## config.mk

```make
export PLATFORM = sky130hd
export DESIGN_NAME = ps2_mouse_packet_to_hid_report
export DESIGN_NICKNAME = d
export VERILOG_FILES = /design/src/rtl/ps2hid_pkg.sv /design/src/rtl/ps2hid_div.sv /design/src/rtl/ps2hid_ctrl.sv /design/src/rtl/ps2hid_dp.sv /design/src/rtl/ps2_mouse_packet_to_hid_report.sv
export VERILOG_INCLUDE_DIRS = /design/src /design/src/rtl
export SDC_FILE = /design/constraint.sdc
export NUM_CORES = 1
export LEC_CHECK = 0
export BUFFER_PORTS_ARGS = -buffer_cell sky130_fd_sc_hd__buf_2
export CAP_MARGIN = 40
export CORE_MARGIN = 2
export CORE_UTILIZATION = 45
export CTS_CLUSTER_SIZE = 30
export DETAILED_ROUTE_END_ITERATION = 10
export GPL_TIMING_DRIVEN = 0
export PLACE_DENSITY_LB_ADDON = 0.25
export SLEW_MARGIN = 30
export SYNTH_ARGS = -nofsm -noshare
export SYNTH_HDL_FRONTEND = slang
export SYNTH_SLANG_ARGS = --single-unit
```

## constraint.sdc

```tcl
create_clock -name clock -period 7.1 [get_ports clock]
set_input_delay 1.42 -clock clock [delete_from_list [all_inputs] [get_ports clock]]
set_output_delay 1.42 -clock clock [all_outputs]
set_load 0.03 [all_outputs]
```

## src/rtl/ps2_mouse_packet_to_hid_report_assert.svh

```systemverilog
// Assertion macros for the mouse packet converter.
`ifndef PS2_MOUSE_PACKET_TO_HID_REPORT_ASSERT_SVH
`define PS2_MOUSE_PACKET_TO_HID_REPORT_ASSERT_SVH
`ifndef SYNTH
`define PS2HID_ASSERT_IMP(lbl, clk, rst, ante, cons) \
   lbl: assert property (@(posedge clk) disable iff (rst) (ante) |-> (cons)) \
      else $error("ps2hid: same-cycle check failed");
`define PS2HID_ASSERT_NXT(lbl, clk, rst, ante, cons) \
   lbl: assert property (@(posedge clk) disable iff (rst) (ante) |=> (cons)) \
      else $error("ps2hid: next-cycle check failed");
`else
`define PS2HID_ASSERT_IMP(lbl, clk, rst, ante, cons)
`define PS2HID_ASSERT_NXT(lbl, clk, rst, ante, cons)
`endif
`endif

```

## src/rtl/ps2hid_pkg.sv

```systemverilog
package ps2hid_pkg;

   localparam int TIMER_BITS_DEF = 16;
   localparam int MAG_BITS       = 7;

   localparam logic [2:0]  SCROLL_BUTTONS_RST = 3'd4;
   localparam logic [6:0]  WHEEL_DIVISOR_RST  = 7'd2;
   localparam logic [6:0]  PAN_DIVISOR_RST    = 7'd2;
   localparam logic [15:0] TAP_WINDOW_RST     = 16'd0;

   localparam logic [7:0] SAT_POS  = 8'h7F;   // +127
   localparam logic [7:0] SAT_NEG  = 8'h81;   // -127
   localparam logic [7:0] GAP_BASE = 8'd100;

   typedef enum logic [1:0] {
      CSR_SCROLL_BUTTONS,
      CSR_WHEEL_DIVISOR,
      CSR_PAN_DIVISOR,
      CSR_TAP_WINDOW
   } csr_index_type;

   typedef enum logic [1:0] {
      MODE_NONE,
      MODE_HELD,
      MODE_SENT
   } scroll_mode_type;

   typedef enum logic [3:0] {
      ST_IDLE,
      ST_EVAL,
      ST_PLAN,
      ST_WHEEL_GO,
      ST_WHEEL_WAIT,
      ST_PAN_GO,
      ST_PAN_WAIT,
      ST_EMIT_TAP,
      ST_EMIT_MAIN
   } ctrl_state_type;

   typedef struct packed {
      logic load;
      logic commit;
      logic div_start;
      logic div_sel_pan;
      logic store_wheel;
      logic store_pan;
      logic emit_tap;
      logic emit_main;
   } dp_cmd_type;

   typedef struct packed {
      logic need_wheel;
      logic need_pan;
      logic tap;
      logic send;
      logic div_done;
      logic out_free;
   } dp_status_type;

endpackage

```

## src/rtl/ps2hid_div.sv

```systemverilog
module ps2hid_div (
   input  logic                             clock,
   input  logic                             reset,
   input  logic                             start,
   input  logic [ps2hid_pkg::MAG_BITS-1:0]  dividend,
   input  logic [ps2hid_pkg::MAG_BITS-1:0]  divisor,
   output logic                             done,
   output logic [ps2hid_pkg::MAG_BITS-1:0]  quotient
);

   localparam int M        = ps2hid_pkg::MAG_BITS;
   localparam int CNT_BITS = $clog2(M);

   logic [M-1:0]        rem_ff, rem_in;
   logic [M-1:0]        quo_ff, quo_in;
   logic [M-1:0]        div_ff, div_in;
   logic [CNT_BITS-1:0] cnt_ff, cnt_in;
   logic                busy_ff, busy_in;
   logic                done_ff, done_in;

   logic [M:0] shifted;
   logic [M:0] trial;
   logic       fits;

   // One quotient bit per cycle, restoring form.
   assign shifted = {rem_ff, quo_ff[M-1]};
   assign trial   = shifted - {1'b0, div_ff};
   assign fits    = !trial[M];

   always_comb begin
      rem_in  = rem_ff;
      quo_in  = quo_ff;
      div_in  = div_ff;
      cnt_in  = cnt_ff;
      busy_in = busy_ff;
      done_in = 1'b0;
      if (start) begin
         rem_in  = '0;
         quo_in  = dividend;
         div_in  = (divisor == '0) ? M'(1) : divisor;
         cnt_in  = '0;
         busy_in = 1'b1;
      end else if (busy_ff) begin
         rem_in = fits ? trial[M-1:0] : shifted[M-1:0];
         quo_in = {quo_ff[M-2:0], fits};
         cnt_in = cnt_ff + CNT_BITS'(1);
         if (cnt_ff == CNT_BITS'(M - 1)) begin
            busy_in = 1'b0;
            done_in = 1'b1;
         end
      end
   end

   always_ff @(posedge clock) begin
      rem_ff <= rem_in;
      quo_ff <= quo_in;
      div_ff <= div_in;
      cnt_ff <= cnt_in;
      if (reset) begin
         busy_ff <= 1'b0;
         done_ff <= 1'b0;
      end else begin
         busy_ff <= busy_in;
         done_ff <= done_in;
      end
   end

   assign done     = done_ff;
   assign quotient = quo_ff;

endmodule

```

## src/rtl/ps2hid_ctrl.sv

```systemverilog
module ps2hid_ctrl (
   input  logic                      clock,
   input  logic                      reset,
   input  logic                      req_valid,
   output logic                      req_ready,
   input  ps2hid_pkg::dp_status_type status,
   output ps2hid_pkg::dp_cmd_type    cmd
);

   ps2hid_pkg::ctrl_state_type state_ff, state_in;

   // Picks the first remaining step once a packet has been evaluated.
   function automatic ps2hid_pkg::ctrl_state_type pick_next(
      input logic want_pan,
      input logic want_tap,
      input logic want_send
   );
      ps2hid_pkg::ctrl_state_type nxt;
      begin
         if (want_pan)
            nxt = ps2hid_pkg::ST_PAN_GO;
         else if (want_tap)
            nxt = ps2hid_pkg::ST_EMIT_TAP;
         else if (want_send)
            nxt = ps2hid_pkg::ST_EMIT_MAIN;
         else
            nxt = ps2hid_pkg::ST_IDLE;
         return nxt;
      end
   endfunction

   always_comb begin
      state_in = state_ff;
      case (state_ff)
         ps2hid_pkg::ST_IDLE: begin
            if (req_valid)
               state_in = ps2hid_pkg::ST_EVAL;
         end
         ps2hid_pkg::ST_EVAL: begin
            state_in = ps2hid_pkg::ST_PLAN;
         end
         ps2hid_pkg::ST_PLAN: begin
            if (status.need_wheel)
               state_in = ps2hid_pkg::ST_WHEEL_GO;
            else
               state_in = pick_next(status.need_pan, status.tap, status.send);
         end
         ps2hid_pkg::ST_WHEEL_GO: begin
            state_in = ps2hid_pkg::ST_WHEEL_WAIT;
         end
         ps2hid_pkg::ST_WHEEL_WAIT: begin
            if (status.div_done)
               state_in = pick_next(status.need_pan, status.tap, status.send);
         end
         ps2hid_pkg::ST_PAN_GO: begin
            state_in = ps2hid_pkg::ST_PAN_WAIT;
         end
         ps2hid_pkg::ST_PAN_WAIT: begin
            if (status.div_done)
               state_in = pick_next(1'b0, status.tap, status.send);
         end
         ps2hid_pkg::ST_EMIT_TAP: begin
            if (status.out_free)
               state_in = pick_next(1'b0, 1'b0, status.send);
         end
         ps2hid_pkg::ST_EMIT_MAIN: begin
            if (status.out_free)
               state_in = ps2hid_pkg::ST_IDLE;
         end
         default: begin
            state_in = ps2hid_pkg::ST_IDLE;
         end
      endcase
   end

   always_comb begin
      req_ready       = (state_ff == ps2hid_pkg::ST_IDLE);
      cmd             = '0;
      cmd.load        = req_valid && (state_ff == ps2hid_pkg::ST_IDLE);
      cmd.commit      = (state_ff == ps2hid_pkg::ST_EVAL);
      cmd.div_start   = (state_ff == ps2hid_pkg::ST_WHEEL_GO) ||
                        (state_ff == ps2hid_pkg::ST_PAN_GO);
      cmd.div_sel_pan = (state_ff == ps2hid_pkg::ST_PAN_GO);
      cmd.store_wheel = (state_ff == ps2hid_pkg::ST_WHEEL_WAIT) && status.div_done;
      cmd.store_pan   = (state_ff == ps2hid_pkg::ST_PAN_WAIT) && status.div_done;
      cmd.emit_tap    = (state_ff == ps2hid_pkg::ST_EMIT_TAP) && status.out_free;
      cmd.emit_main   = (state_ff == ps2hid_pkg::ST_EMIT_MAIN) && status.out_free;
   end

   always_ff @(posedge clock) begin
      if (reset) begin
         state_ff <= ps2hid_pkg::ST_IDLE;
      end else begin
         state_ff <= state_in;
      end
   end

endmodule

```

## src/rtl/ps2hid_dp.sv

```systemverilog
module ps2hid_dp #(
   parameter int TIMER_BITS = ps2hid_pkg::TIMER_BITS_DEF
) (
   input  logic                      clock,
   input  logic                      reset,
   input  logic                      csr_we,
   input  logic [1:0]                csr_index,
   input  logic [15:0]               csr_wdata,
   input  logic                      req_packet_ok,
   input  logic [7:0]                req_status_byte,
   input  logic [7:0]                req_x_low,
   input  logic [7:0]                req_y_low,
   input  logic [15:0]               req_now_ms,
   input  ps2hid_pkg::dp_cmd_type    cmd,
   output ps2hid_pkg::dp_status_type status,
   input  logic                      rsp_ready,
   output logic                      rsp_valid,
   output logic [2:0]                rsp_buttons,
   output logic signed [7:0]         rsp_move_x,
   output logic signed [7:0]         rsp_move_y,
   output logic signed [7:0]         rsp_wheel,
   output logic signed [7:0]         rsp_pan,
   output logic                      rsp_last
);

   localparam int M        = ps2hid_pkg::MAG_BITS;
   localparam int CMP_BITS = (TIMER_BITS > 16) ? TIMER_BITS : 16;

   function automatic logic [7:0] sat9(
      input logic [7:0] low,
      input logic       neg,
      input logic       ovf
   );
      logic fits;
      begin
         fits = neg ? (!ovf && low[7] && (low != 8'h80)) : (!ovf && !low[7]);
         if (fits)
            return low;
         return neg ? ps2hid_pkg::SAT_NEG : ps2hid_pkg::SAT_POS;
      end
   endfunction

   function automatic logic [M-1:0] mag(input logic [7:0] v);
      logic [7:0] a;
      begin
         a = v[7] ? (~v + 8'd1) : v;
         return a[M-1:0];
      end
   endfunction

   // Configuration
   logic [2:0]  scroll_buttons_ff, scroll_buttons_in;
   logic [6:0]  wheel_div_ff, wheel_div_in;
   logic [6:0]  pan_div_ff, pan_div_in;
   logic [15:0] tap_window_ff, tap_window_in;

   // Captured packet
   logic                  ok_ff, ok_in;
   logic [7:0]            status_ff, status_in;
   logic [7:0]            xl_ff, xl_in;
   logic [7:0]            yl_ff, yl_in;
   logic [TIMER_BITS-1:0] now_ff, now_in;

   // Converter state
   ps2hid_pkg::scroll_mode_type mode_ff, mode_in;
   logic [2:0]            prev_btn_ff, prev_btn_in;
   logic [TIMER_BITS-1:0] press_time_ff, press_time_in;
   logic [TIMER_BITS-1:0] last_send_ff, last_send_in;
   logic [M-1:0]          gap_ff, gap_in;
   logic [M-1:0]          abs_x_ff, abs_x_in;
   logic [M-1:0]          abs_y_ff, abs_y_in;

   // Plan for the packet being worked on
   logic       need_wheel_ff, need_wheel_in;
   logic       need_pan_ff, need_pan_in;
   logic       tap_ff, tap_in;
   logic       send_ff, send_in;
   logic [2:0] rep_btn_ff, rep_btn_in;
   logic [7:0] rep_x_ff, rep_x_in;
   logic [7:0] rep_y_ff, rep_y_in;
   logic       wheel_neg_ff, wheel_neg_in;
   logic       pan_neg_ff, pan_neg_in;
   logic [7:0] wheel_ff, wheel_in;
   logic [7:0] pan_ff, pan_in;

   // Result register
   logic       rsp_valid_ff, rsp_valid_in;
   logic [2:0] rsp_buttons_ff, rsp_buttons_in;
   logic [7:0] rsp_x_ff, rsp_x_in;
   logic [7:0] rsp_y_ff, rsp_y_in;
   logic [7:0] rsp_wheel_ff, rsp_wheel_in;
   logic [7:0] rsp_pan_ff, rsp_pan_in;
   logic       rsp_last_ff, rsp_last_in;

   // Evaluation
   logic [2:0]            btn;
   logic [7:0]            x_val, y_sat, y_val;
   logic                  drop, scroll_on, full, released, moving, scroll_move;
   logic [M-1:0]          new_abs_x, new_abs_y, new_gap, gap_eff;
   logic [7:0]            abs_sum;
   logic [TIMER_BITS-1:0] press_diff, send_diff;
   logic                  tap_hit, late;
   ps2hid_pkg::scroll_mode_type mode_nx;

   // Divider
   logic [M-1:0] div_dividend, div_divisor, div_quot, q_adj;
   logic         div_done;
   logic [7:0]   q_mag, q_pos, q_neg;
   logic         out_free;

   assign btn         = status_ff[2:0];
   assign x_val       = sat9(xl_ff, status_ff[4], status_ff[6]);
   assign y_sat       = sat9(yl_ff, status_ff[5], status_ff[7]);
   assign y_val       = ~y_sat + 8'd1;
   assign drop        = !ok_ff || ((xl_ff == 8'd0) && (yl_ff == 8'd0) && (btn == prev_btn_ff));
   assign scroll_on   = (scroll_buttons_ff != 3'd0);
   assign full        = ((btn & scroll_buttons_ff) == scroll_buttons_ff);
   assign released    = ((btn & scroll_buttons_ff) == 3'd0);
   assign moving      = (x_val != 8'd0) || (y_val != 8'd0);
   assign scroll_move = scroll_on && full && moving;

   assign new_abs_x = (scroll_move && (x_val != 8'd0)) ? mag(x_val) : abs_x_ff;
   assign new_abs_y = (scroll_move && (y_val != 8'd0)) ? mag(y_val) : abs_y_ff;
   assign abs_sum   = {1'b0, new_abs_x} + {1'b0, new_abs_y};
   assign new_gap   = (abs_sum >= ps2hid_pkg::GAP_BASE) ? '0
                      : M'(ps2hid_pkg::GAP_BASE - abs_sum);
   assign gap_eff   = scroll_move ? new_gap : gap_ff;

   assign press_diff = now_ff - press_time_ff;
   assign send_diff  = now_ff - last_send_ff;
   assign tap_hit    = scroll_on && released && (mode_ff != ps2hid_pkg::MODE_NONE) &&
                       (CMP_BITS'(press_diff) < CMP_BITS'(tap_window_ff));
   assign late       = (send_diff > TIMER_BITS'(gap_eff));

   always_comb begin
      mode_nx = mode_ff;
      if (scroll_on) begin
         if (full) begin
            if (mode_ff == ps2hid_pkg::MODE_NONE)
               mode_nx = ps2hid_pkg::MODE_HELD;
            if (moving)
               mode_nx = ps2hid_pkg::MODE_SENT;
         end else if (released) begin
            mode_nx = ps2hid_pkg::MODE_NONE;
         end
      end
   end

   // Configuration writes
   always_comb begin
      scroll_buttons_in = scroll_buttons_ff;
      wheel_div_in      = wheel_div_ff;
      pan_div_in        = pan_div_ff;
      tap_window_in     = tap_window_ff;
      if (csr_we) begin
         case (csr_index)
            ps2hid_pkg::CSR_SCROLL_BUTTONS: scroll_buttons_in = csr_wdata[2:0];
            ps2hid_pkg::CSR_WHEEL_DIVISOR:  wheel_div_in      = csr_wdata[6:0];
            ps2hid_pkg::CSR_PAN_DIVISOR:    pan_div_in        = csr_wdata[6:0];
            ps2hid_pkg::CSR_TAP_WINDOW:     tap_window_in     = csr_wdata;
            default: ;
         endcase
      end
   end

   // Packet capture
   always_comb begin
      ok_in     = ok_ff;
      status_in = status_ff;
      xl_in     = xl_ff;
      yl_in     = yl_ff;
      now_in    = now_ff;
      if (cmd.load) begin
         ok_in     = req_packet_ok;
         status_in = req_status_byte;
         xl_in     = req_x_low;
         yl_in     = req_y_low;
         now_in    = TIMER_BITS'(req_now_ms);
      end
   end

   // State update and plan at evaluation; quotients stored on done.
   always_comb begin
      mode_in       = mode_ff;
      prev_btn_in   = prev_btn_ff;
      press_time_in = press_time_ff;
      last_send_in  = last_send_ff;
      gap_in        = gap_ff;
      abs_x_in      = abs_x_ff;
      abs_y_in      = abs_y_ff;
      need_wheel_in = need_wheel_ff;
      need_pan_in   = need_pan_ff;
      tap_in        = tap_ff;
      send_in       = send_ff;
      rep_btn_in    = rep_btn_ff;
      rep_x_in      = rep_x_ff;
      rep_y_in      = rep_y_ff;
      wheel_neg_in  = wheel_neg_ff;
      pan_neg_in    = pan_neg_ff;
      wheel_in      = wheel_ff;
      pan_in        = pan_ff;
      if (cmd.commit) begin
         need_wheel_in = !drop && scroll_move && (y_val != 8'd0);
         need_pan_in   = !drop && scroll_move && (x_val != 8'd0);
         tap_in        = !drop && tap_hit;
         send_in       = !drop && (!scroll_on || (mode_nx != ps2hid_pkg::MODE_SENT) || late);
         rep_btn_in    = btn;
         rep_x_in      = scroll_move ? 8'd0 : x_val;
         rep_y_in      = scroll_move ? 8'd0 : y_val;
         // Wheel follows inverted Y, so a positive Y scrolls negative.
         wheel_neg_in  = !y_val[7];
         pan_neg_in    = x_val[7];
         wheel_in      = 8'd0;
         pan_in        = 8'd0;
         if (!drop) begin
            prev_btn_in = btn;
            if (scroll_on) begin
               mode_in  = mode_nx;
               abs_x_in = new_abs_x;
               abs_y_in = new_abs_y;
               gap_in   = gap_eff;
               if (full && (mode_ff == ps2hid_pkg::MODE_NONE))
                  press_time_in = now_ff;
               if ((mode_nx != ps2hid_pkg::MODE_SENT) || late)
                  last_send_in = now_ff;
            end
         end
      end
      if (cmd.store_wheel)
         wheel_in = wheel_neg_ff ? q_neg : q_pos;
      if (cmd.store_pan)
         pan_in = pan_neg_ff ? q_neg : q_pos;
   end

   assign div_dividend = cmd.div_sel_pan ? abs_x_ff : abs_y_ff;
   assign div_divisor  = cmd.div_sel_pan ? pan_div_ff : wheel_div_ff;

   ps2hid_div u_div (
      .clock    (clock),
      .reset    (reset),
      .start    (cmd.div_start),
      .dividend (div_dividend),
      .divisor  (div_divisor),
      .done     (div_done),
      .quotient (div_quot)
   );

   // A step that rounds to zero still moves by one.
   assign q_adj = (div_quot == '0) ? M'(1) : div_quot;
   assign q_mag = 8'(q_adj);
   assign q_pos = q_mag;
   assign q_neg = ~q_mag + 8'd1;

   assign out_free = !rsp_valid_ff || rsp_ready;

   always_comb begin
      rsp_valid_in   = rsp_valid_ff && !rsp_ready;
      rsp_buttons_in = rsp_buttons_ff;
      rsp_x_in       = rsp_x_ff;
      rsp_y_in       = rsp_y_ff;
      rsp_wheel_in   = rsp_wheel_ff;
      rsp_pan_in     = rsp_pan_ff;
      rsp_last_in    = rsp_last_ff;
      if (cmd.emit_tap) begin
         rsp_valid_in   = 1'b1;
         rsp_buttons_in = rep_btn_ff | scroll_buttons_ff;
         rsp_x_in       = rep_x_ff;
         rsp_y_in       = rep_y_ff;
         rsp_wheel_in   = 8'd0;
         rsp_pan_in     = 8'd0;
         rsp_last_in    = 1'b0;
      end else if (cmd.emit_main) begin
         rsp_valid_in   = 1'b1;
         rsp_buttons_in = rep_btn_ff & ~scroll_buttons_ff;
         rsp_x_in       = rep_x_ff;
         rsp_y_in       = rep_y_ff;
         rsp_wheel_in   = wheel_ff;
         rsp_pan_in     = pan_ff;
         rsp_last_in    = 1'b1;
      end
   end

   always_ff @(posedge clock) begin
      ok_in_reg: begin
         ok_ff     <= ok_in;
         status_ff <= status_in;
         xl_ff     <= xl_in;
         yl_ff     <= yl_in;
         now_ff    <= now_in;
      end
      need_wheel_ff  <= need_wheel_in;
      need_pan_ff    <= need_pan_in;
      tap_ff         <= tap_in;
      send_ff        <= send_in;
      rep_btn_ff     <= rep_btn_in;
      rep_x_ff       <= rep_x_in;
      rep_y_ff       <= rep_y_in;
      wheel_neg_ff   <= wheel_neg_in;
      pan_neg_ff     <= pan_neg_in;
      wheel_ff       <= wheel_in;
      pan_ff         <= pan_in;
      rsp_buttons_ff <= rsp_buttons_in;
      rsp_x_ff       <= rsp_x_in;
      rsp_y_ff       <= rsp_y_in;
      rsp_wheel_ff   <= rsp_wheel_in;
      rsp_pan_ff     <= rsp_pan_in;
      rsp_last_ff    <= rsp_last_in;
      if (reset) begin
         scroll_buttons_ff <= ps2hid_pkg::SCROLL_BUTTONS_RST;
         wheel_div_ff      <= ps2hid_pkg::WHEEL_DIVISOR_RST;
         pan_div_ff        <= ps2hid_pkg::PAN_DIVISOR_RST;
         tap_window_ff     <= ps2hid_pkg::TAP_WINDOW_RST;
         mode_ff           <= ps2hid_pkg::MODE_NONE;
         prev_btn_ff       <= '0;
         press_time_ff     <= '0;
         last_send_ff      <= '0;
         gap_ff            <= M'(ps2hid_pkg::GAP_BASE);
         abs_x_ff          <= '0;
         abs_y_ff          <= '0;
         rsp_valid_ff      <= 1'b0;
      end else begin
         scroll_buttons_ff <= scroll_buttons_in;
         wheel_div_ff      <= wheel_div_in;
         pan_div_ff        <= pan_div_in;
         tap_window_ff     <= tap_window_in;
         mode_ff           <= mode_in;
         prev_btn_ff       <= prev_btn_in;
         press_time_ff     <= press_time_in;
         last_send_ff      <= last_send_in;
         gap_ff            <= gap_in;
         abs_x_ff          <= abs_x_in;
         abs_y_ff          <= abs_y_in;
         rsp_valid_ff      <= rsp_valid_in;
      end
   end

   always_comb begin
      status            = '0;
      status.need_wheel = need_wheel_ff;
      status.need_pan   = need_pan_ff;
      status.tap        = tap_ff;
      status.send       = send_ff;
      status.div_done   = div_done;
      status.out_free   = out_free;
   end

   assign rsp_valid   = rsp_valid_ff;
   assign rsp_buttons = rsp_buttons_ff;
   assign rsp_move_x  = rsp_x_ff;
   assign rsp_move_y  = rsp_y_ff;
   assign rsp_wheel   = rsp_wheel_ff;
   assign rsp_pan     = rsp_pan_ff;
   assign rsp_last    = rsp_last_ff;

endmodule

```

## src/rtl/ps2_mouse_packet_to_hid_report.sv

```systemverilog
// A packet is accepted in the idle state, evaluated, planned and then emitted as a
// registered report; each wheel or pan step runs through a 7-step serial divider,
// and a tap report goes out ahead of any main one (a tap never comes with a
// division). One packet is worked on at a time, and the next is taken while a
// report waits.
// Reset is synchronous: configuration returns to its defaults, scroll state clears.
// There is no clearing pass; the block is ready in the cycle after reset.
`include "ps2_mouse_packet_to_hid_report_assert.svh"

module ps2_mouse_packet_to_hid_report #(
   parameter int TIMER_BITS = ps2hid_pkg::TIMER_BITS_DEF
) (
   input  logic               clock,
   input  logic               reset,
   input  logic               csr_we,
   input  logic [1:0]         csr_index,
   input  logic [15:0]        csr_wdata,
   input  logic               req_valid,
   output logic               req_ready,
   input  logic               req_packet_ok,
   input  logic [7:0]         req_status_byte,
   input  logic [7:0]         req_x_low,
   input  logic [7:0]         req_y_low,
   input  logic [15:0]        req_now_ms,
   output logic               rsp_valid,
   input  logic               rsp_ready,
   output logic [2:0]         rsp_buttons,
   output logic signed [7:0]  rsp_move_x,
   output logic signed [7:0]  rsp_move_y,
   output logic signed [7:0]  rsp_wheel,
   output logic signed [7:0]  rsp_pan,
   output logic               rsp_last
);

   ps2hid_pkg::dp_cmd_type    dp_cmd;
   ps2hid_pkg::dp_status_type dp_status;

   ps2hid_ctrl u_ctrl (
      .clock     (clock),
      .reset     (reset),
      .req_valid (req_valid),
      .req_ready (req_ready),
      .status    (dp_status),
      .cmd       (dp_cmd)
   );

   ps2hid_dp #(
      .TIMER_BITS (TIMER_BITS)
   ) u_dp (
      .clock           (clock),
      .reset           (reset),
      .csr_we          (csr_we),
      .csr_index       (csr_index),
      .csr_wdata       (csr_wdata),
      .req_packet_ok   (req_packet_ok),
      .req_status_byte (req_status_byte),
      .req_x_low       (req_x_low),
      .req_y_low       (req_y_low),
      .req_now_ms      (req_now_ms),
      .cmd             (dp_cmd),
      .status          (dp_status),
      .rsp_ready       (rsp_ready),
      .rsp_valid       (rsp_valid),
      .rsp_buttons     (rsp_buttons),
      .rsp_move_x      (rsp_move_x),
      .rsp_move_y      (rsp_move_y),
      .rsp_wheel       (rsp_wheel),
      .rsp_pan         (rsp_pan),
      .rsp_last        (rsp_last)
   );

   // An accepted item is always evaluated in the following cycle.
   `PS2HID_ASSERT_NXT(a_accept_eval, clock, reset, req_valid && req_ready, dp_cmd.commit)
   // A tap report is never the final one of its packet.
   `PS2HID_ASSERT_NXT(a_tap_not_last, clock, reset, dp_cmd.emit_tap, rsp_valid && !rsp_last)
   `PS2HID_ASSERT_NXT(a_main_last, clock, reset, dp_cmd.emit_main, rsp_valid && rsp_last)
   // The result register is only loaded when it is free.
   `PS2HID_ASSERT_IMP(a_emit_free, clock, reset, dp_cmd.emit_tap || dp_cmd.emit_main,
                      !rsp_valid || rsp_ready)

endmodule

```

Yosys cells after proc, flatten, opt, wreduce, memory -nomap -nowiden
Index checks and enable logic that the tools add are counted.
W data, S select, Z words.

storage, ports and cells
  flip-flop bits (word level) = 240
  input bits = 64
  output and inout bits = 38
  logic and storage cells = 211

operators by class
  add/subtract/negate cells = 10
  magnitude comparators = 3
  eq/ne operators = 22
  mux-type cells = 54
  bitwise operators = 10
  reduce and logical (&&, ||, !) cells = 71

operators by type and width
  cell                   count
  $mux W8                15
  $mux W7                12
  $mux W4                9
  $pmux W4 S9            1
  $sub A16 B16 Y16       2
  $logic_and A1 B1 Y1    27
  $add A8 B1 Y8 const B  2
  $eq A4 B3 Y1 const B   4
  $gt A16 B7 Y1          1
  $logic_not A8 Y1       2
  $lt A16 B16 Y1         1
  $ne A8 B8 Y1 const B   2
  $reduce_bool A8 Y1     2
  $add A7 B1 Y7 const B  2
  $logic_not A7 Y1       2
  $not A7 Y7             2
  $logic_not A1 Y1       11
  $mux W1                10
  $mux W2                5
  $reduce_and A2 Y1      5
  $reduce_bool A2 Y1     5
  $add A7 B7 Y8          1
  $eq A4 B2 Y1 const B   2
  $ge A8 B7 Y1 const B   1
  27 further kinds       44

Longest topological paths before layout
Gate-level depths: netlist of the first run.

  word-level depth = 20
  depth in mapped cells = 39
  mapped depth without buffers = 34

Modules after synthesis
From an unflattened synthesis of the first run, not the netlist that was laid out.

second synthesis, totals
  cell total of the unflattened synthesis = 1434
  area total of the unflattened synthesis = 13679.4 um^2

modules (own cells, without submodules)
  module       instances  cells an instance  area each (um^2)  seq. area each (um^2)
  ps2hid_dp    1          1229               11753.8           5185.0
  ps2hid_div   1          141                1481.4            660.6
  ps2hid_ctrl  1          64                 444.2             80.1

Least setup slack after synthesis of the first run
OpenSTA, ideal clock, no wires.

  path kind = register to register
  start = register u_dp.yl_ff[2]
  end = register u_dp.send_ff (data pin)
  setup time = 0.281 ns
  arrival time = 7.072 ns
  data required time = 6.819 ns
  path slack = -0.254 ns
  cell stages (with the launch flop) = 37
  path buffers = 5
  period minus slack after synthesis = 7.354 ns
  cell sequence = edfxtp_1 > buf_6 > nor4_2 > nand2_1 > a31oi_2 > inv_2 > ha_1 > clkbuf_1 > nand3_1 > o32ai_1 > nor3_1 > and4_4 > nand4b_1 > nand2_1 > clkbuf_1 > mux2_2 > ha_1 > nor2b_1 > o31a_1 > o21a_1 > nor2_1 > xnor2_1 > a31o_2 > nor2_1 > mux2i_1 > ha_1 > o21ai_0 > a21oi_1 > o31ai_1 > a21oi_1 > nor4_1 > o311ai_1 > or4b_4 > buf_6 > clkbuf_1 > nor3_1 > nor2_1

on the way
  longest elaborated chain between the ends = 19
  elaborated cells on any way between the ends = 36
  those cells by class = 4 x add/sub; 2 x order compare; 2 x eq/ne; 12 x mux; 2 x bitwise; 14 x reduce/logical

ends and longest elaborated chain
  item                                                   RTL line                            source
  start, declared                                        ps2hid_dp.sv:61                     logic [7:0] yl_ff, yl_in;
  start signal, assigned                                 ps2hid_dp.sv:288                    yl_ff <= yl_in;
  $ne A8 B8 Y1                                           ps2hid_dp.sv:36                     fits = neg ? (!ovf && low[7] && (low != 8'h80)) : (!ovf && !low[7]);
  $logic_and A1 B1 Y1                                    ps2hid_dp.sv:36
  $mux W1                                                ps2hid_dp.sv:36
  $mux W1                                                ps2hid_dp.sv:37                     if (fits)
  $mux W8 *                                              ps2hid_dp.sv:39                     return neg ? ps2hid_pkg::SAT_NEG : ps2hid_pkg::SAT_POS;
  $not A8 Y8 *                                           ps2hid_dp.sv:114                    assign y_val = ~y_sat + 8'd1;
  $add A8 B1 Y8 *                                        ps2hid_dp.sv:114
  branches (longest 4 deep; another with $add A7 B1 Y7)  -
  $mux W7 *                                              ps2hid_dp.sv:123                    assign new_abs_y = (scroll_move && (y_val != 8'd0)) ? mag(y_val) : abs_y_ff;
  named net u_dp.new_abs_y[2]                            ps2hid_dp.sv:99                     logic [M-1:0] new_abs_x, new_abs_y, new_gap, gap_eff;
  $add A7 B7 Y8 *                                        ps2hid_dp.sv:124                    assign abs_sum = {1'b0, new_abs_x} + {1'b0, new_abs_y};
  $sub A7 B7 Y7 or $ge A8 B7 Y1 (tied branches)          ps2hid_dp.sv:126, ps2hid_dp.sv:125
  $mux W7 *                                              ps2hid_dp.sv:125                    assign new_gap = (abs_sum >= ps2hid_pkg::GAP_BASE) ? '0
  $mux W7 *                                              ps2hid_dp.sv:127                    assign gap_eff = scroll_move ? new_gap : gap_ff;
  $gt A16 B7 Y1 *                                        ps2hid_dp.sv:133                    assign late = (send_diff > TIMER_BITS'(gap_eff));
  $logic_or A1 B1 Y1 *                                   ps2hid_dp.sv:206                    send_in = !drop && (!scroll_on || (mode_nx != ps2hid_pkg::MODE_SENT) || late);
  $logic_and A1 B1 Y1 *                                  ps2hid_dp.sv:206
  end signal, assigned                                   ps2hid_dp.sv:294                    send_ff <= send_in;
  end, declared                                          ps2hid_dp.sv:77                     logic send_ff, send_in;

Mark *: on every way through the listed nets, which the timed path passes. The select of a mux whose other input is x is not followed.
A chain may end at the register's enable or synchronous reset.

Worst setup path in the final report of the first run
  start = register u_dp.yl_ff[6]
  end = register u_dp.last_send_ff[0]

on the way
  longest elaborated chain between the ends = 19
  elaborated cells on any way between the ends = 35
  those cells by class = 4 x add/sub; 2 x order compare; 2 x eq/ne; 12 x mux; 3 x bitwise; 12 x reduce/logical

ends and longest elaborated chain
  item                                                   RTL line                            source
  $ne A8 B8 Y1                                           ps2hid_dp.sv:36
  $logic_and A1 B1 Y1                                    ps2hid_dp.sv:36
  $mux W1                                                ps2hid_dp.sv:36
  $mux W1                                                ps2hid_dp.sv:37
  $mux W8 *                                              ps2hid_dp.sv:39
  $not A8 Y8 *                                           ps2hid_dp.sv:114
  $add A8 B1 Y8 *                                        ps2hid_dp.sv:114
  branches (longest 4 deep; another with $add A7 B1 Y7)  -
  $mux W7 *                                              ps2hid_dp.sv:123
  named net u_dp.new_abs_y[1]                            ps2hid_dp.sv:99
  $add A7 B7 Y8 *                                        ps2hid_dp.sv:124
  $sub A7 B7 Y7 or $ge A8 B7 Y1 (tied branches)          ps2hid_dp.sv:126, ps2hid_dp.sv:125
  $mux W7 *                                              ps2hid_dp.sv:125
  $mux W7 *                                              ps2hid_dp.sv:127
  $gt A16 B7 Y1 *                                        ps2hid_dp.sv:133
  $logic_or A1 B1 Y1 *                                   ps2hid_dp.sv:224                    if ((mode_nx != ps2hid_pkg::MODE_SENT) || late)
  $reduce_and A4 Y1 (no line) *                          -
  end signal, assigned                                   ps2hid_dp.sv:329                    last_send_ff <= last_send_in;
  end, declared                                          ps2hid_dp.sv:68                     logic [TIMER_BITS-1:0] last_send_ff, last_send_in;

Marks and branches as above.

==> results of run 1 <==
final cells by class:
type	count	area, sq um	share of cell area
plain buffers	73	344	0.0219
clock buffers	34	733	0.0467
clock inverters	14	186	0.0119
inverters	89	337	0.0214
multi-input cells	1002	6850	0.436
flip-flops and latches	239	5930	0.377
well taps	384	480	0.0306
repair buffers	142	847	0.0539
sequential cells by signal (all words and copies together), names as in the netlist, 7 cells and up:
name / cells
u_dp.rep_x_ff: 8
u_dp.u_div.quotient: 7
u_dp.u_div.div_ff: 7
u_dp.now_ff: 16
u_dp.rep_y_ff: 8
u_dp.rsp_move_x: 8
u_dp.pan_ff: 8
u_dp.gap_ff: 7
u_dp.xl_ff: 8
u_dp.wheel_ff: 8
u_dp.u_div.rem_ff: 7
u_dp.wheel_div_ff: 7
u_dp.rsp_pan: 8
u_dp.press_time_ff: 16
u_dp.yl_ff: 8
u_dp.last_send_ff: 16
u_dp.pan_div_ff: 7
u_dp.rsp_move_y: 8
u_dp.status_ff: 7
u_dp.abs_x_ff: 7
u_dp.abs_y_ff: 7
u_dp.rsp_wheel: 8
u_dp.tap_window_ff: 16
cell families (layout without fill, tap and decap cells):
family | count (synthesis) | count (layout) | share of synthesized area
multiplexers | 76 | 76 | 0.0595
buffers and inverters | 164 | 352 | 0.0497
flip-flops | 239 | 239 | 0.451
XOR/XNOR | 53 | 53 | 0.0353
AO/OA/AOI/OAI | 279 | 279 | 0.130
adder cells (fa/ha/maj) | 76 | 76 | 0.0747
AND/OR/NAND/NOR | 518 | 518 | 0.200
timing repair:
item / in CTS / in global routing
pin swaps: 15 / 40
setup buffers: 18 / 19
setup endpoints to repair: 17 / 17
cloned: 0 / 1
gates resized for setup: 34 / 44
synth_stat cells, types with 25 or more instances:
library cell | instances | area share
nand4b_1 | 34 | 0.023
nand2_1 | 139 | 0.040
clkbuf_1 | 63 | 0.018
or3_1 | 25 | 0.012
ha_1 | 72 | 0.069
edfxtp_1 | 114 | 0.26
dfxtp_1 | 125 | 0.19
nor2_1 | 157 | 0.045
xor2_1 | 25 | 0.017
xnor2_1 | 28 | 0.019
mux2i_1 | 59 | 0.045
a21oi_1 | 113 | 0.043
inv_1 | 87 | 0.025
o21ai_0 | 65 | 0.025
critical path: cells and delay by family (launching register included):
family	cells	cell delay, ns
adder cells (fa/ha/maj)	3	0.82
AO/OA/AOI/OAI	12	2.12
buffers and inverters	4	0.43
AND/OR/NAND/NOR	12	2.87
flip-flops	1	0.42
multiplexers	2	0.32
per-layer routing:
layer,global-route usage,share of wire,vias to the layer above
li1,-,-,5347
met3,0.0261,0.051,71
met4,0.0580,0.026,0
met2,0.350,0.47,312
met1,0.278,0.45,5075
met5,0,0,-
power groups by stage:
| stage | clock [mW] | combinational [mW] | sequential (mW) |
|---|---|---|---|
| after global placement | 0 | 2.79 | 2.05 |
| after detailed placement | 0 | 2.88 | 2.06 |
| after CTS | 1.48 | 3.06 | 2.03 |
| final | 1.45 | 3.27 | 2.03 |
| after floorplan | 0 | 2.14 | 2.06 |
| after global routing | 1.53 | 3.64 | 2.07 |
final timing paths:
| kind | slack, ns | start | to |
|---|---|---|---|
| min | 0.42 | u_dp.rep_y_ff[1] | u_dp.rsp_move_y[1] |
| min reg2reg | 0.42 | u_dp.rep_y_ff[1] | u_dp.rsp_move_y[1] |
| max reg2reg | 0.04 | u_dp.yl_ff[6] | u_dp.last_send_ff[0] |
| max | 0.04 | u_dp.yl_ff[6] | u_dp.last_send_ff[0] |
==> metrics.txt, run 1 <==
status complete, no violations; setup repair after global routing missed its margin yes; max-slew headroom at the worst pin 0.527; dominant synthesized flop cell dfxtp_1; CTS Buf Count 26; net count reported at finish roughly 1.7k; Overflow after GRT 0; worst reg-to-reg path cell count 33; skew final about 0.013 ns; maximum clock frequency roughly 140 MHz; worst hold slack about 0.42 ns; total iterations of the first detailed-routing run 10; overall power consumption between 6 and 7 mW; Min Clock Period, post-route ~7 ns; global-route usage over all layers 0.206; cts-stage hold buffer count 0; maximum fanout encountered on the critical timing path 7; internal power a little over 4 mW; Syn. warnings 0; full die area slightly above 30000 sq um; number of synthesized register bits 239; Max-cap violations 0; post-placement cell count 1893; post-layout instance area ~16000 sq um; Top-Level Pins around 100; number of max-slew violations in the final report 0; Fillers roughly 2.6k; clock tree from TritonCTS done; worst endpoint required time around 7.6 ns; area of the mapped netlist between 10000 and 15000 sq um; average via count per standard cell 5.47; Skew-Pair Late Insertion Delay 0.54 ns; post-synthesis area per instance 9.35 sq um; proportion of register bits with asynchronous set or reset after synthesis 0; number of flops mapped to enable cells by yosys approximately 110; switching part of the total 0.399; worst setup slack before clock tree synthesis -1.47 ns; number of port buffers 100; Final Util 0.547; pin count of the biggest net entering global routing 41; core outline area roughly 29000 sq um; layout overhead on the synthesized area 19.6%; sequential fraction of the synthesis area 0.451; Post-Syn Nets about 1.5k; Cell Rows 62; layout cells sized above 1 0.176; final worst path period share 0.994; sequential share of power 0.301; DP Wirelength around 23000 um; Netlist cell types slightly below 80; placer congestion estimate 0.869; Worst Tran Pin Value roughly 0.7 ns; Clk pwr share 0.214; most frequent cells in the layout nor2_1, nand2_1, dfxtp_1; library cell used as clock root buffer clkbuf_16; total DRC errors in the routed layout 0; number of antenna-violating nets in the routed design 0; CTS clk-pin slew, worst paths 0.06 ns; routed wire length 32100 um; setup violators final 0; Crit-path slowest cell or4b_4; number of DRC markers after the initial detailed-route iteration 910; endpoint class of the critical path register; diode count 0; per-cell routed wire length 16.2 um; slack of the critical path a little over 0.04 ns; maximum cell stage delay along the critical path between 0.6 and 0.7 ns; Comb pwr share 0.485; Die X-Extent approximately 170 um; type of the most critical hold path register to register; synthesized instance count roughly 1.4k; number of buffers between clock root and the deepest sink 3; Worst VDD drop approximately 0.26 mV; clk sink count between 200 and 250; Sw Pwr 2.70 mW; most frequent standard cell in the layout excluding fill and tap cells nor2_1; power per standard cell area approximately 430 nW/um^2; critical path data arrival time between 7 and 8 ns; initial antenna violation count 0; first-pass GRT wire length 51900 um; total negative slack for setup checks 0 ns; worst setup path category register to register; vias in the first global route a little over 10k; final hold violation count 0; Hold Path Stages 0; vertical extent of the die between 150 and 200 um; final cell count without fillers 1977; Cell Area, Placed between 10000 and 15000 sq um; count of vias placed by the detailed router 10.8k; CTS HTree Levels 1; Leak Pwr 6.09 nW; kind of launch point of the worst setup path register; Initial Utilization 0.458
Power figures use the tool's default switching activity.
==> run 2, diff against run 1 <==
--- a/config.mk
+++ b/config.mk
@@ -9,7 +9,7 @@
 export BUFFER_PORTS_ARGS = -buffer_cell sky130_fd_sc_hd__buf_2
 export CAP_MARGIN = 40
 export CORE_MARGIN = 2
-export CORE_UTILIZATION = 45
+export CORE_UTILIZATION = 55
 export CTS_CLUSTER_SIZE = 30
 export DETAILED_ROUTE_END_ITERATION = 10
 export GPL_TIMING_DRIVEN = 0
==> run 2 against run 1 <==
Net effect:
- worst hold slack better by 0.0020 ns
- maximum frequency up 0.64%
- flip-flop and latch count unchanged
- critical path depth down 1
- power down 1.9%
- sequential power about the same
- register-to-register slack better by 0.05 ns
- sequential share of layout area up 0.52 points
- non-clock buffer count down 8
- count of clock-buffer cells in the layout up 4
- core utilization up 11 points
- final cell count down 3.7%
==> metrics.txt, run 2 (synthesis gave the netlist of run 1 again) <==
critical path data arrival time 7.49 ns (was 7.53 ns); slack of the critical path 0.0860 ns (was 0.0409 ns); number of max-slew violations in the final report 0 (unchanged); maximum cell stage delay along the critical path 0.58 ns (was 0.63 ns); number of port buffers 100 (unchanged); buffers and inverters on the worst path 3 (was 4); final hold violation count 0 (unchanged); Critical Path Source u_dp.xl_ff[3] (was u_dp.yl_ff[6]); diode count 0 (unchanged); worst r2r src u_dp.xl_ff[3] (was u_dp.yl_ff[6]); clock tree from TritonCTS done (unchanged); core outline area 23500 sq um (was 28700 sq um); Leak Pwr 6.04 nW (was 6.09 nW); Crit-path slowest cell or4b_4 (unchanged); Initial Utilization 0.559 (was 0.458); number of buffers between clock root and the deepest sink 3 (unchanged); max-slew headroom at the worst pin 0.514 (was 0.527); DP Wirelength 22900 um (was 23300 um); most frequent standard cell in the layout excluding fill and tap cells nor2_1 (unchanged); layout cells sized above 1 0.169 (was 0.176); endpoint class of the critical path register (unchanged); library cell used as clock root buffer clkbuf_16 (unchanged); pin count of the biggest net entering global routing 22 (was 41); initial antenna violation count 0 (unchanged); total negative slack for setup checks 0 ns (unchanged); Fillers 1855 (was 2621); family with the most delay on the worst path simple AND/OR/NAND/NOR gates (unchanged); routed wire length 31600 um (was 32100 um); first-pass GRT wire length 49900 um (was 51900 um); kind of launch point of the worst setup path register (unchanged); layout overhead on the synthesized area 18.0% (was 19.6%); vias in the first global route 10.2k (was 10.4k); Hold Path Stages 0 (unchanged); CTS HTree Levels 1 (unchanged); CTS Buf Count 26 (unchanged); most frequent cells in the layout nor2_1, nand2_1, dfxtp_1 (unchanged); average via count per standard cell 5.69 (was 5.47); type of the most critical hold path register to register (unchanged); total DRC errors in the routed layout 0 (unchanged); number of DRC markers after the initial detailed-route iteration 946 (was 910); full die area 25100 sq um (was 30600 sq um); total iterations of the first detailed-routing run 6 (was 10); count of vias placed by the detailed router 10.8k (about the same); cts-stage hold buffer count 0 (unchanged); Die X-Extent 159 um (was 175 um); CTS clk-pin slew, worst paths 0.06 ns (about the same); vertical extent of the die 159 um (was 175 um); global routing usage on met2 0.427 (was 0.350); power per standard cell area 428 nW/um^2 (was 430 nW/um^2); Worst VDD drop 0.307 mV (was 0.256 mV); number of antenna-violating nets in the routed design 0 (unchanged); worst reg-to-reg path cell count 32 (was 33); clk sink count 239 (unchanged); Skew-Pair Late Insertion Delay 0.54 ns (about the same); net count reported at finish 1705 (was 1713); Min Clock Period, post-route 7.01 ns (was 7.06 ns); maximum fanout encountered on the critical timing path 10 (was 7); maximum clock frequency 143 MHz (was 142 MHz); skew final 0.0136 ns (was 0.0127 ns); Top-Level Pins 102 (unchanged); per-cell routed wire length 16.6 um (was 16.2 um); met3 Track Usage GR 0.0321 (was 0.0261); Worst Tran Pin Value 0.730 ns (was 0.710 ns); Final Util 0.660 (was 0.547); worst endpoint required time 7.57 ns (about the same); setup violators final 0 (unchanged); setup repair after global routing missed its margin yes (unchanged); Max-cap violations 0 (unchanged); worst setup slack before clock tree synthesis -1.48 ns (was -1.47 ns); worst setup path category register to register (unchanged); global-route usage over all layers 0.247 (was 0.206); Cell Rows 56 (was 62); layer with the highest usage after global routing met2 (unchanged); final worst path period share 0.988 (was 0.994); placer congestion estimate 0.909 (was 0.869); path length in cells of the critical path 32 (was 33); met1 capacity usage during global routing 0.320 (was 0.278); status complete, no violations (unchanged); Overflow after GRT 0 (unchanged); Hold Path Origin u_dp.rep_y_ff[0] (was u_dp.rep_y_ff[1])
-- run 2: cell count changes in the layout (fill, tap and decap cells not counted), sizes merged --
cell / delta
buf: -10
clkbuf: +6
inv: -3
bufinv: -2
clkinv: +2
clkinvlp: -1
-- run 2: area by class of cell --
cell class	instances	area, sq um	area share
multi-input cells	1002	6810	0.440
clock inverters	10	114	0.00735
well taps	319	399	0.0258
repair buffers	134	785	0.0506
flip-flops and latches	239	5930	0.383
inverters	89	337	0.0217
plain buffers	73	347	0.0224
clock buffers	38	771	0.0498
-- run 2: path summary, 6_finish.rpt --
| kind | to | slack, ns |
|---|---|---|
| max | u_dp.last_send_ff[4] | 0.09 |
| min | u_dp.rsp_move_y[0] | 0.42 |
| max reg2reg | u_dp.last_send_ff[4] | 0.09 |
| min reg2reg | u_dp.rsp_move_y[0] | 0.42 |
-- run 2: repair_timing --
item,CTS,global route
buffers inserted,8,20
setup endpoints to repair,17,17
gates resized for setup,27,42
endpoints found under the hold margin,0,0
pin swaps,9,24
gates cloned,0,1
-- run 2: layer usage --
metal	share of wire	wire length (um)
met1	0.43	13700
met3	0.053	1680
met5	0	0
met2	0.48	15100
met4	0.036	1140
-- run 2: through the flow --
step | total power, mW | hold slack [ns] | instances | cell area, sq um
floorplan | 4.20 | 0.400 | 1405 | 13100
global placement | 4.82 | 0.403 | 1824 | 14000
detailed placement | 4.94 | 0.405 | 1828 | 14100
CTS | 6.43 | 0.421 | 1882 | 15200
global route | 7.11 | 0.420 | 1904 | 15500
finish | 6.63 | 0.419 | 1904 | 15500
-- run 2: power breakdown --
part,switching [mW],total [mW],leakage (nW),internal (mW)
Clock,0.545,1.37,0.440,0.827
Combinational,1.91,3.23,3.52,1.32
Sequential,0.201,2.03,2.09,1.83
Total,2.65,6.63,6.04,3.98
